$ cat config.mk
export PLATFORM = sky130hd
export DESIGN_NAME = nearest_reference_color_vote
export DESIGN_NICKNAME = d
export VERILOG_FILES = /design/src/rtl/core/nrcv_pkg.sv /design/src/rtl/core/nrcv_queue.sv /design/src/rtl/core/nrcv_front.sv /design/src/rtl/core/nrcv_back.sv /design/src/rtl/core/nearest_reference_color_vote.sv
export VERILOG_INCLUDE_DIRS = /design/src /design/src/rtl/core
export SDC_FILE = /design/constraint.sdc
export NUM_CORES = 2
export LEC_CHECK = 0
export ABC_AREA = 1
export BUFFER_PORTS_ARGS = -buffer_cell sky130_fd_sc_hd__buf_2
export CORE_MARGIN = 1.5
export CORE_UTILIZATION = 30
export CTS_CLUSTER_SIZE = 10
export DETAILED_ROUTE_END_ITERATION = 8
export GPL_TIMING_DRIVEN = 0
export SYNTH_ARGS = -nofsm -noshare
export SYNTH_HDL_FRONTEND = slang
export SYNTH_SLANG_ARGS = --single-unit
$ cat constraint.sdc
create_clock -name clock -period 14 [get_ports clock]
set_clock_uncertainty 0.15 [all_clocks]
set_input_delay 2.8 -clock clock [delete_from_list [all_inputs] [get_ports clock]]
set_output_delay 2.8 -clock clock [all_outputs]
set_load 0.02 [all_outputs]
$ cat src/rtl/core/nearest_reference_color_vote_defines.svh
// Assertion macros for the colour vote block.
// Taken in by the top level only; needs nothing else.
`ifndef NEAREST_REFERENCE_COLOR_VOTE_DEFINES_SVH
`define NEAREST_REFERENCE_COLOR_VOTE_DEFINES_SVH

// Same-cycle implication, quiet during reset
`define NRCV_ASSERT_NOW(label, clk, rst, ante, cons) \
   label: assert property (@(posedge clk) disable iff (rst) (ante) |-> (cons)) \
      else $error("nrcv assertion failed");

// Next-cycle implication, quiet during reset
`define NRCV_ASSERT_NEXT(label, clk, rst, ante, cons) \
   label: assert property (@(posedge clk) disable iff (rst) (ante) |=> (cons)) \
      else $error("nrcv assertion failed");

`endif

$ cat src/rtl/core/nrcv_pkg.sv
// Types and constants shared by the colour vote block.
// No dependencies.
package nrcv_pkg;

   // Field widths
   localparam int PULSE_W    = 16;
   localparam int REF_W      = 27;
   localparam int REF_CH_W   = 9;
   localparam int LIMIT_W    = 10;
   localparam int CHAN_W     = 10;
   localparam int SQ_W       = 20;
   localparam int DIST_W     = 21;
   localparam int LIMIT_SQ_W = 20;
   localparam int CLASS_W    = 2;
   localparam int CSR_IDX_W  = 2;

   // Class codes
   localparam logic [CLASS_W-1:0] CLASS_RED     = 2'd0;
   localparam logic [CLASS_W-1:0] CLASS_BLUE    = 2'd1;
   localparam logic [CLASS_W-1:0] CLASS_YELLOW  = 2'd2;
   localparam logic [CLASS_W-1:0] CLASS_UNKNOWN = 2'd3;

   // Register indexes
   localparam logic [CSR_IDX_W-1:0] CSR_REF_RED     = 2'd0;
   localparam logic [CSR_IDX_W-1:0] CSR_REF_BLUE    = 2'd1;
   localparam logic [CSR_IDX_W-1:0] CSR_REF_YELLOW  = 2'd2;
   localparam logic [CSR_IDX_W-1:0] CSR_MATCH_LIMIT = 2'd3;

   // Register reset values
   localparam logic [REF_W-1:0]      REF_RED_RESET     = 27'd39398450;
   localparam logic [REF_W-1:0]      REF_BLUE_RESET    = 27'd13184150;
   localparam logic [REF_W-1:0]      REF_YELLOW_RESET  = 27'd39352380;
   localparam logic [LIMIT_W-1:0]    MATCH_LIMIT_RESET = 10'd50;
   localparam logic [LIMIT_SQ_W-1:0] LIMIT_SQ_RESET    = 20'd2500;

   // Timeout reading and divide by 100 as (x >> 2) / 25, the latter by reciprocal
   localparam logic [CHAN_W-1:0] TIMEOUT_VALUE = 10'd255;
   localparam int                RECIP_W       = 15;
   localparam int                PROD_W        = 29;
   localparam int                RECIP_SHIFT   = 19;
   localparam logic [RECIP_W-1:0] DIV25_RECIP  = 15'd20972;

   typedef struct packed {
      logic [PULSE_W-1:0] red_pulse_us;
      logic [PULSE_W-1:0] green_pulse_us;
      logic [PULSE_W-1:0] blue_pulse_us;
   } req_type;

   typedef struct packed {
      logic [CLASS_W-1:0] sample_class;
      logic               vote_done;
      logic [CLASS_W-1:0] voted_class;
   } rsp_type;

   // Live configuration seen by the classifier
   typedef struct packed {
      logic [REF_W-1:0]      ref_red;
      logic [REF_W-1:0]      ref_blue;
      logic [REF_W-1:0]      ref_yellow;
      logic [LIMIT_SQ_W-1:0] limit_sq;
   } cfg_type;

   // One classified reading moving through the queue
   typedef struct packed {
      logic               valid;
      logic [CLASS_W-1:0] sample_class;
   } item_type;

   // Queue fill status
   typedef struct packed {
      logic full;
      logic empty;
   } qstat_type;

endpackage

$ cat src/rtl/core/nrcv_queue.sv
// Short queue of classified readings between classifier and voter.
// Depends on nrcv_pkg.
module nrcv_queue #(
   parameter int DEPTH = 4
) (
   input  logic                clock,
   input  logic                reset,
   input  nrcv_pkg::item_type  push,
   input  logic                pop_ready,
   output nrcv_pkg::item_type  head,
   output nrcv_pkg::qstat_type status
);
   localparam int PTR_W = (DEPTH > 1) ? $clog2(DEPTH) : 1;
   localparam int CNT_W = $clog2(DEPTH + 1);

   logic [nrcv_pkg::CLASS_W-1:0] entry_ff [DEPTH];
   logic [PTR_W-1:0]             wr_ptr_ff, wr_ptr_in;
   logic [PTR_W-1:0]             rd_ptr_ff, rd_ptr_in;
   logic [CNT_W-1:0]             count_ff, count_in;
   logic                         do_push, do_pop;

   assign status.full  = (count_ff == CNT_W'(DEPTH));
   assign status.empty = (count_ff == '0);
   assign do_push      = push.valid && !status.full;
   assign do_pop       = !status.empty && pop_ready;

   assign head.valid        = !status.empty;
   assign head.sample_class = entry_ff[rd_ptr_ff];

   // Pointer and fill count update
   always_comb begin
      wr_ptr_in = wr_ptr_ff;
      rd_ptr_in = rd_ptr_ff;
      count_in  = count_ff;
      if (do_push) begin
         wr_ptr_in = (wr_ptr_ff == PTR_W'(DEPTH - 1)) ? '0 : wr_ptr_ff + 1'b1;
      end
      if (do_pop) begin
         rd_ptr_in = (rd_ptr_ff == PTR_W'(DEPTH - 1)) ? '0 : rd_ptr_ff + 1'b1;
      end
      if (do_push && !do_pop) begin
         count_in = count_ff + 1'b1;
      end else if (do_pop && !do_push) begin
         count_in = count_ff - 1'b1;
      end
   end

   always_ff @(posedge clock) begin
      if (reset) begin
         wr_ptr_ff <= '0;
         rd_ptr_ff <= '0;
         count_ff  <= '0;
      end else begin
         wr_ptr_ff <= wr_ptr_in;
         rd_ptr_ff <= rd_ptr_in;
         count_ff  <= count_in;
      end
   end

   // Entry storage
   always_ff @(posedge clock) begin
      if (do_push) begin
         entry_ff[wr_ptr_ff] <= push.sample_class;
      end
   end

endmodule

$ cat src/rtl/core/nrcv_front.sv
// Front end: takes readings, scales channels, measures distance to the
// three references and classifies. Depends on nrcv_pkg.
module nrcv_front (
   input  logic                clock,
   input  logic                reset,
   input  logic                req_valid,
   output logic                req_stall,
   input  nrcv_pkg::req_type   req_data,
   input  nrcv_pkg::cfg_type   cfg,
   input  nrcv_pkg::qstat_type q_status,
   output nrcv_pkg::item_type  push
);
   localparam int NCH  = 3;
   localparam int NREF = 3;

   logic                          advance;

   // Stage 1: channel values
   logic                          s1_valid_ff;
   logic [nrcv_pkg::CHAN_W-1:0]   chan_ff [NCH];
   logic [nrcv_pkg::CHAN_W-1:0]   chan_in [NCH];
   logic [nrcv_pkg::PULSE_W-1:0]  pulse   [NCH];
   logic [nrcv_pkg::PROD_W-1:0]   prod    [NCH];

   // Stage 2: squared differences
   logic                          s2_valid_ff;
   logic [nrcv_pkg::SQ_W-1:0]     sq_ff [NREF][NCH];
   logic [nrcv_pkg::SQ_W-1:0]     sq_in [NREF][NCH];
   logic [nrcv_pkg::REF_W-1:0]    refs  [NREF];

   // Stage 3: distances
   logic                          s3_valid_ff;
   logic [nrcv_pkg::DIST_W-1:0]   dist_ff [NREF];
   logic [nrcv_pkg::DIST_W-1:0]   dist_in [NREF];

   logic [nrcv_pkg::DIST_W-1:0]   best;
   logic [nrcv_pkg::CLASS_W-1:0]  cls;

   // Whole pipe moves unless the last stage is blocked by a full queue
   assign advance   = !s3_valid_ff || !q_status.full;
   assign req_stall = !advance;

   assign pulse[0] = req_data.red_pulse_us;
   assign pulse[1] = req_data.green_pulse_us;
   assign pulse[2] = req_data.blue_pulse_us;

   assign refs[0] = cfg.ref_red;
   assign refs[1] = cfg.ref_blue;
   assign refs[2] = cfg.ref_yellow;

   // Timeout maps to 255, otherwise floor(pulse / 100)
   always_comb begin
      for (int k = 0; k < NCH; k++) begin
         prod[k] = nrcv_pkg::PROD_W'(pulse[k][nrcv_pkg::PULSE_W-1:2])
                 * nrcv_pkg::PROD_W'(nrcv_pkg::DIV25_RECIP);
         if (pulse[k] == '0) begin
            chan_in[k] = nrcv_pkg::TIMEOUT_VALUE;
         end else begin
            chan_in[k] = prod[k][nrcv_pkg::RECIP_SHIFT +: nrcv_pkg::CHAN_W];
         end
      end
   end

   // Absolute difference against each reference channel, squared
   always_comb begin
      logic [nrcv_pkg::CHAN_W-1:0] refc;
      logic [nrcv_pkg::CHAN_W-1:0] diff;
      refc = '0;
      diff = '0;
      for (int c = 0; c < NREF; c++) begin
         for (int k = 0; k < NCH; k++) begin
            refc = nrcv_pkg::CHAN_W'(refs[c][nrcv_pkg::REF_CH_W*k +: nrcv_pkg::REF_CH_W]);
            diff = (chan_ff[k] >= refc) ? chan_ff[k] - refc : refc - chan_ff[k];
            sq_in[c][k] = nrcv_pkg::SQ_W'(diff) * nrcv_pkg::SQ_W'(diff);
         end
      end
   end

   // Sum of squares per reference
   always_comb begin
      for (int c = 0; c < NREF; c++) begin
         dist_in[c] = nrcv_pkg::DIST_W'(sq_ff[c][0]) + nrcv_pkg::DIST_W'(sq_ff[c][1])
                    + nrcv_pkg::DIST_W'(sq_ff[c][2]);
      end
   end

   // Nearest reference, earlier one wins ties; reject beyond the limit
   always_comb begin
      best = dist_ff[0];
      cls  = nrcv_pkg::CLASS_RED;
      if (dist_ff[1] < best) begin
         best = dist_ff[1];
         cls  = nrcv_pkg::CLASS_BLUE;
      end
      if (dist_ff[2] < best) begin
         best = dist_ff[2];
         cls  = nrcv_pkg::CLASS_YELLOW;
      end
      if (best > nrcv_pkg::DIST_W'(cfg.limit_sq)) begin
         cls = nrcv_pkg::CLASS_UNKNOWN;
      end
   end

   assign push.valid        = s3_valid_ff && !q_status.full;
   assign push.sample_class = cls;

   // Stage valids
   always_ff @(posedge clock) begin
      if (reset) begin
         s1_valid_ff <= 1'b0;
         s2_valid_ff <= 1'b0;
         s3_valid_ff <= 1'b0;
      end else if (advance) begin
         s1_valid_ff <= req_valid;
         s2_valid_ff <= s1_valid_ff;
         s3_valid_ff <= s2_valid_ff;
      end
   end

   // Stage data
   always_ff @(posedge clock) begin
      if (advance) begin
         chan_ff <= chan_in;
         sq_ff   <= sq_in;
         dist_ff <= dist_in;
      end
   end

endmodule

$ cat src/rtl/core/nrcv_back.sv
// Back end: counts votes over each window and drives the response register.
// Depends on nrcv_pkg.
module nrcv_back #(
   parameter int VOTE_SAMPLES = 5
) (
   input  logic               clock,
   input  logic               reset,
   input  nrcv_pkg::item_type head,
   output logic               pop_ready,
   output logic               rsp_valid,
   input  logic               rsp_stall,
   output nrcv_pkg::rsp_type  rsp_data
);
   localparam int CNT_W = $clog2(VOTE_SAMPLES + 1);

   logic [CNT_W-1:0]  pos_ff, pos_in;
   logic [CNT_W-1:0]  red_ff, red_in;
   logic [CNT_W-1:0]  blue_ff, blue_in;
   logic [CNT_W-1:0]  yellow_ff, yellow_in;
   logic [CNT_W-1:0]  top;
   logic              rsp_valid_ff;
   nrcv_pkg::rsp_type rsp_data_ff, rsp_data_in;
   logic              take;
   logic              window_end;

   // Output register frees when empty or when its transaction completes
   assign pop_ready  = !rsp_valid_ff || !rsp_stall;
   assign take       = head.valid && pop_ready;
   assign window_end = (pos_ff == CNT_W'(VOTE_SAMPLES - 1));

   // Tally this reading, then pick the plurality if the window closes
   always_comb begin
      red_in    = red_ff    + CNT_W'(head.sample_class == nrcv_pkg::CLASS_RED);
      blue_in   = blue_ff   + CNT_W'(head.sample_class == nrcv_pkg::CLASS_BLUE);
      yellow_in = yellow_ff + CNT_W'(head.sample_class == nrcv_pkg::CLASS_YELLOW);
      pos_in    = pos_ff + 1'b1;

      rsp_data_in.sample_class = head.sample_class;
      rsp_data_in.vote_done    = window_end;
      rsp_data_in.voted_class  = nrcv_pkg::CLASS_RED;
      top = '0;

      if (window_end) begin
         rsp_data_in.voted_class = nrcv_pkg::CLASS_UNKNOWN;
         if (red_in > top) begin
            top = red_in;
            rsp_data_in.voted_class = nrcv_pkg::CLASS_RED;
         end
         if (blue_in > top) begin
            top = blue_in;
            rsp_data_in.voted_class = nrcv_pkg::CLASS_BLUE;
         end
         if (yellow_in > top) begin
            rsp_data_in.voted_class = nrcv_pkg::CLASS_YELLOW;
         end
         red_in    = '0;
         blue_in   = '0;
         yellow_in = '0;
         pos_in    = '0;
      end
   end

   // Window counters
   always_ff @(posedge clock) begin
      if (reset) begin
         pos_ff    <= '0;
         red_ff    <= '0;
         blue_ff   <= '0;
         yellow_ff <= '0;
      end else if (take) begin
         pos_ff    <= pos_in;
         red_ff    <= red_in;
         blue_ff   <= blue_in;
         yellow_ff <= yellow_in;
      end
   end

   // Response register
   always_ff @(posedge clock) begin
      if (reset) begin
         rsp_valid_ff <= 1'b0;
      end else if (pop_ready) begin
         rsp_valid_ff <= head.valid;
      end
   end

   always_ff @(posedge clock) begin
      if (take) begin
         rsp_data_ff <= rsp_data_in;
      end
   end

   assign rsp_valid = rsp_valid_ff;
   assign rsp_data  = rsp_data_ff;

endmodule

$ cat src/rtl/core/nearest_reference_color_vote.sv
// Colour reading classifier with windowed plurality vote.
// Each reading passes the classifier stages, the queue and the response register.
// Throughput: one reading per cycle; the three-stage classifier only halts
// when the QUEUE_DEPTH classified-reading queue is full.
// Reset (synchronous): references and limit take their defaults, vote
// counters and window position clear, no response is pending.
module nearest_reference_color_vote #(
   parameter int VOTE_SAMPLES = 5,
   parameter int QUEUE_DEPTH  = 4
) (
   input  logic                                clock,
   input  logic                                reset,
   // Readings
   input  logic                                req_valid,
   output logic                                req_stall,
   input  nrcv_pkg::req_type                   req_data,
   // Responses
   output logic                                rsp_valid,
   input  logic                                rsp_stall,
   output nrcv_pkg::rsp_type                   rsp_data,
   // Register writes
   input  logic                                csr_valid,
   output logic                                csr_ready,
   input  logic [nrcv_pkg::CSR_IDX_W-1:0]      csr_index,
   input  logic [nrcv_pkg::REF_W-1:0]          csr_wdata
);
`include "nearest_reference_color_vote_defines.svh"

   logic [nrcv_pkg::REF_W-1:0]      ref_red_ff;
   logic [nrcv_pkg::REF_W-1:0]      ref_blue_ff;
   logic [nrcv_pkg::REF_W-1:0]      ref_yellow_ff;
   logic [nrcv_pkg::LIMIT_W-1:0]    match_limit_ff;
   logic [nrcv_pkg::LIMIT_SQ_W-1:0] limit_sq_ff, limit_sq_in;
   logic                            csr_write;

   nrcv_pkg::cfg_type   cfg;
   nrcv_pkg::item_type  push;
   nrcv_pkg::item_type  head;
   nrcv_pkg::qstat_type q_status;
   logic                pop_ready;

   assign csr_ready = 1'b1;
   assign csr_write = csr_valid && csr_ready;

   // Register file
   always_ff @(posedge clock) begin
      if (reset) begin
         ref_red_ff     <= nrcv_pkg::REF_RED_RESET;
         ref_blue_ff    <= nrcv_pkg::REF_BLUE_RESET;
         ref_yellow_ff  <= nrcv_pkg::REF_YELLOW_RESET;
         match_limit_ff <= nrcv_pkg::MATCH_LIMIT_RESET;
      end else if (csr_write) begin
         case (csr_index)
            nrcv_pkg::CSR_REF_RED: begin
               ref_red_ff <= csr_wdata;
            end
            nrcv_pkg::CSR_REF_BLUE: begin
               ref_blue_ff <= csr_wdata;
            end
            nrcv_pkg::CSR_REF_YELLOW: begin
               ref_yellow_ff <= csr_wdata;
            end
            nrcv_pkg::CSR_MATCH_LIMIT: begin
               match_limit_ff <= csr_wdata[nrcv_pkg::LIMIT_W-1:0];
            end
            default: begin
            end
         endcase
      end
   end

   // Squared match limit, refreshed every cycle
   assign limit_sq_in = nrcv_pkg::LIMIT_SQ_W'(match_limit_ff)
                      * nrcv_pkg::LIMIT_SQ_W'(match_limit_ff);

   always_ff @(posedge clock) begin
      if (reset) begin
         limit_sq_ff <= nrcv_pkg::LIMIT_SQ_RESET;
      end else begin
         limit_sq_ff <= limit_sq_in;
      end
   end

   assign cfg.ref_red    = ref_red_ff;
   assign cfg.ref_blue   = ref_blue_ff;
   assign cfg.ref_yellow = ref_yellow_ff;
   assign cfg.limit_sq   = limit_sq_ff;

   nrcv_front u_front (
      .clock     (clock),
      .reset     (reset),
      .req_valid (req_valid),
      .req_stall (req_stall),
      .req_data  (req_data),
      .cfg       (cfg),
      .q_status  (q_status),
      .push      (push)
   );

   nrcv_queue #(
      .DEPTH (QUEUE_DEPTH)
   ) u_queue (
      .clock     (clock),
      .reset     (reset),
      .push      (push),
      .pop_ready (pop_ready),
      .head      (head),
      .status    (q_status)
   );

   nrcv_back #(
      .VOTE_SAMPLES (VOTE_SAMPLES)
   ) u_back (
      .clock     (clock),
      .reset     (reset),
      .head      (head),
      .pop_ready (pop_ready),
      .rsp_valid (rsp_valid),
      .rsp_stall (rsp_stall),
      .rsp_data  (rsp_data)
   );

   // Front never pushes into a full queue
   `NRCV_ASSERT_NOW(a_no_overflow, clock, reset, push.valid, !q_status.full)
   // An empty queue never holds back readings
   `NRCV_ASSERT_NOW(a_empty_no_stall, clock, reset, q_status.empty, !req_stall)
   // Voted class only carries a value at a window end
   `NRCV_ASSERT_NOW(a_vote_quiet, clock, reset, rsp_valid && !rsp_data.vote_done,
      rsp_data.voted_class == nrcv_pkg::CLASS_RED)
   // A response taken with the queue empty leaves nothing pending
   `NRCV_ASSERT_NEXT(a_drain, clock, reset,
      rsp_valid && !rsp_stall && !head.valid, !rsp_valid)

endmodule

# Yosys cells after proc, flatten, opt, wreduce, memory -nomap -nowiden
# Memory sizes are Yosys's and may differ from the RTL's. A register that Yosys moved wholly into a read port is not among the register bits.
# Index checks and enable logic that the tools add are counted.
[totals]
regBits = 412
ramBits = 8
word_cells = 166
n_memories = 1
[mem_list]
columns = ["name", "words", "width", "rd", "rd_clocked_by_memory_dff", "write_ports", "line", "text"]
rows = [
  ["u_queue.entry_ff", 4, 2, 1, 1, 1, "nrcv_queue.sv:16", "logic [nrcv_pkg::CLASS_W-1:0] entry_ff [DEPTH];"],
]
[classes]
n_addsub = 32
mul = 13
order_cmp = 15
eq_ne = 9
muxes = 33
bitwise = 1
n_reduce_logical = 27
[op_table]
columns = ["cell", "count"]
rows = [
  ["$mul 10x10->20", 10],
  ["$ge 10x9->1", 9],
  ["$mux 10", 9],
  ["$sub 10x9->10", 9],
  ["$sub 9x10->10", 9],
  ["$mul 14x13->27 const B", 3],
  ["$add 20x20->21", 3],
  ["$add 21x20->21", 3],
  ["$logic_not 16->1", 3],
  ["$lt 21x21->1", 2],
  ["$mux 21", 2],
  ["$mux 3", 10],
  ["$gt 21x20->1", 1],
  ["$mux 2", 9],
  ["$eq 2x2->1 const B", 5],
  ["$add 3x1->3", 3],
  ["$logic_not 1->1", 8],
  ["$reduce_and 2->1", 4],
  ["$add 3x1->3 const B", 2],
  ["$eq 3x3->1 const B", 2],
  ["$gt 3x3->1", 2],
  ["$logic_and 1x1->1", 5],
  ["$add 2x1->2 const B", 2],
  ["$eq 2x1->1 const B", 2],
  ["other kinds (9)", 13],
]

# Depth between registers and ports, before layout
[logic_depth]
ltp_word = 10
depth_mapped = 43
depth_no_buf = 43

# By module
# A second synthesis with hierarchy kept.
[unflattened]
hier_cells = 8206
hier_area_um2 = 66671.4
[by_module_without_submodules]
columns = ["mod", "instances", "cells_each", "area_per_inst_um2"]
rows = [
  ["nrcv_front", 1, 7121, 58145.8],
  ["nearest_reference_color_vote", 1, 874, 6598.8],
  ["nrcv_back", 1, 120, 1092.3],
  ["nrcv_queue", 1, 91, 834.6],
]

# Worst setup path before layout
# OpenSTA, ideal clock, no wires.
[synth_timing]
kind = "register -> output"
startpoint = "register u_queue.count_ff[0]"
endpoint = "output port req_stall"
t_arrival_ns = 8.949
t_required_ns = 11.050
setup_slack_ns = 2.101
path_stages_with_launch = 4
path_cell_list = "dfxtp_1 -> nor2_1 -> nand3_1 -> inv_1"
[synth_via]
elab_chain_len = 4
[synth_rtl]
columns = ["item", "line", "text"]
rows = [
  ["start, declared", "nrcv_queue.sv:19", "logic [CNT_W-1:0] count_ff, count_in;"],
  ["start signal, assigned", "nrcv_queue.sv:56", "count_ff <= count_in;"],
  ["$eq 3x3->1", "nrcv_queue.sv:22", "assign status.full = (count_ff == CNT_W'(DEPTH));"],
  ["$logic_not 1->1", "nrcv_front.sv:40", "assign advance = !s3_valid_ff || !q_status.full;"],
  ["$logic_or 1x1->1", "nrcv_front.sv:40", ""],
  ["$logic_not 1->1", "nrcv_front.sv:41", "assign req_stall = !advance;"],
  ["end, declared", "nearest_reference_color_vote.sv:15", "output logic req_stall,"],
]
# No other way between the ends.

==> results.md <==
* Peak Freq at 114 MHz
* Fillers at 21800
* Instance count of the mapped netlist at 7420
* 1st-iter DRT viols at 2747
* Worst min path class: reg2reg
* Longest Clk Path Bufs at 3
* Routed wire per std cell at 15.8 um
* Clock Latency Late Sink at 640 ps
* Hold buffers post-CTS at 0
* Critical Path Start Type: register
* Starting Density at 30.3%
* Post-synthesis cell type count at 72
* Reg-to-Reg End: u_front.sq_ff[16]
* Worst EP required at ~14000 ps
* Crit path to: u_front.sq_ff[16]
* Synth cell count leaders: inv_1, ha_1, nand2_1
* EDFF count, synth at 277
* Worst R2R Setup Slack at between 5000 and 6000 ps
* Post-place setup slack at 5200 ps
* Chip height at between 400 and 500 um
* First-pass GRT wire length at 267 mm
* Post-synthesis cell area at 63700 um2
* DIE WIDTH at approximately 460 um
* Largest net degree at the start of global routing at 65
* Final Net Count at 9486
* Top cell type's share of synthesized area at about a quarter
* Worst-path maximum fanout at 10
* Fin. max-slew vios at 0
* GRT Total Usage at 15.3%
* R2R depth at 34
* Clock transition at path regs at 60 ps
* Period utilization at 62.7%
* Total number of vias at roughly 49000
* I/O Buffers at 88
* Post-CTS resize count at 0
* WS Path Type: reg2reg
* Main synth FF type: edfxtp_1
* CP max stage delay at 810 ps
* Synth Area per Inst at between 8 and 9 um2
* Outcome: completed
* H-tree depth at 2
* CORE AREA at 210000 um2
* Dpl hpwl at 141 mm
* CTS tree: built
* Share of layout cells above drive strength 1 at 4.30%
* Stages on the worst setup path at 34
* CTS root buffer: clkbuf_16
* Top delay family on crit path: adder cells
* WP buf/inv at 8
* Final hold vios at 0
* # DRC at 0
* YS warnings at 0
* Crit. Startpoint: u_front.chan_ff[0]
* Post-synthesis sequential area ratio at between 15 and 20%
* Final min period at between 8000 and 9000 ps
* CTS Buf Count at 52
* Crit path DAT at approximately 9000 ps
* RSZ-0062 raised after global routing: no
* Post-route ant nets at 0
* Largest cells by area after synthesis: fa_1, ha_1, edfxtp_1, inv_1, nand2_1
* Fin worst setup slack at 5230 ps
* Slowest stage cell, crit path: xor2_1
* Final GP Congestion at 0.893
* Hold WS at between 300 and 400 ps
* I/O Pins at 90
* Critical Path Sink Type: register
* First drt pass iteration count at 6
* Setup-failing EPs final at 0
* Fin util at 33.0%
* Async SR Flop Fraction at 0%
* Number of vias per cell at around 4.7
* WL final at 165 mm
* Yosys top cell by area: fa_1
* Total grt overflow at 0
* CTS sink count at ~410
* Yosys reg bits at 412
* Worst Tran Pin Value at roughly 1400 ps
* Worst r2r src: u_front.chan_ff[0]
* Cell with the most instances after synthesis: inv_1
* Num rows at 168
* Full die area at 215000 um2
* Vias in the first global route at 50300
* P&R area growth vs syn at 9.00%
* Slew margin rel. at between 7 and 8%
* Max capacitance violation total at 0
* Initial antenna violation count at 17
* Postcts setup bufs at 0
## cell type report
cell class / instances / area (um2) / area share (%)
antenna: 6 / 15.0 / 0.0216
buffer: 90 / 405 / 0.584
clock inverter: 15 / 159 / 0.229
tap: 2805 / 3510 / 5.05
timing repair buffer: 92 / 551 / 0.793
clock buffer: 78 / 1450 / 2.09
multi-input combinational: 5180 / 45800 / 65.9
sequential: 412 / 11000 / 15.9
inverter: 1746 / 6560 / 9.44
## how the worst min path moves through the flow
stage	start	endpoint	cells after the start
3_3_place_gp	u_front.s2_valid_ff	u_front.s3_valid_ff	1
4_1_cts	u_front.s1_valid_ff	u_front.s1_valid_ff	2
6_report	u_front.s1_valid_ff	u_front.s1_valid_ff	2
2_1_floorplan	u_front.s1_valid_ff	u_front.s1_valid_ff	2
3_5_place_dp	u_front.s1_valid_ff	u_front.s1_valid_ff	2
5_1_grt	u_front.s1_valid_ff	u_front.s2_valid_ff	2
## cells by family after synthesis
| group | after synthesis | synth area share (%) |
|---|---|---|
| compound gates | 1162 | 10.4 |
| xor+xnor | 335 | 4.87 |
| fa+ha+maj | 1830 | 44.7 |
| buf+inv | 1836 | 10.9 |
| flops | 412 | 17.3 |
| mux | 6 | 0.0942 |
| other cells | 2 | 0.0118 |
| simple gates | 1837 | 11.7 |
## worst min-delay path, stage by stage, from the launching register on
cell and delay (ps):
dfxtp_1 310, nand2_1 60, a21oi_1 50
## state kept, by name (all words and copies together) (netlist names), 8 cells and up, named ones only
name and flops:
ref_yellow_ff 27, u_queue.entry_ff 8, match_limit_ff 10, u_front.dist_ff 63, ref_blue_ff 27, u_front.sq_ff 171, ref_red_ff 27, u_front.chan_ff 30
limit_sq_ff 19
## metrics by stage
stage	setup TNS [ps]	instance area (um2)	std cells
final	0	69500	10400
after global routing	0	69500	10400
after CTS	0	69400	10400
after detailed placement	0	67800	10300
after global placement	-1220	67700	10300
after floorplan	0	63800	7428
## layout by cell type (no fill, tap or decap), types with 29 or more instances in the layout
cell,Yosys,routed
inv_1,1708,1708
xor2_1,237,237
edfxtp_1,277,277
clkbuf_16,0,53
nor2_1,568,568
nor3_1,53,53
o21ai_0,315,315
a31oi_1,29,29
xnor2_1,77,76
clkbuf_1,61,83
inv_2,34,34
fa_1,744,744
o21ai_1,54,54
nand4_1,36,36
ha_1,1086,1086
nand2_1,958,958
nand3_1,142,141
a21oi_1,508,508
o211ai_1,53,53
dfxtp_1,135,135
buf_2,18,106
## layer usage
layer	track usage, %	up-vias	share of wire (%)
li1	-	23900	-
met1	20.8	23600	46
met2	26.1	969	47
met3	1.36	212	4.1
met4	3.96	4	2.7
met5	0	-	0.015
Power is left out: the tool's default activity adds up to more than one toggle a clock period on the data nets, which glitch-free logic cannot reach.
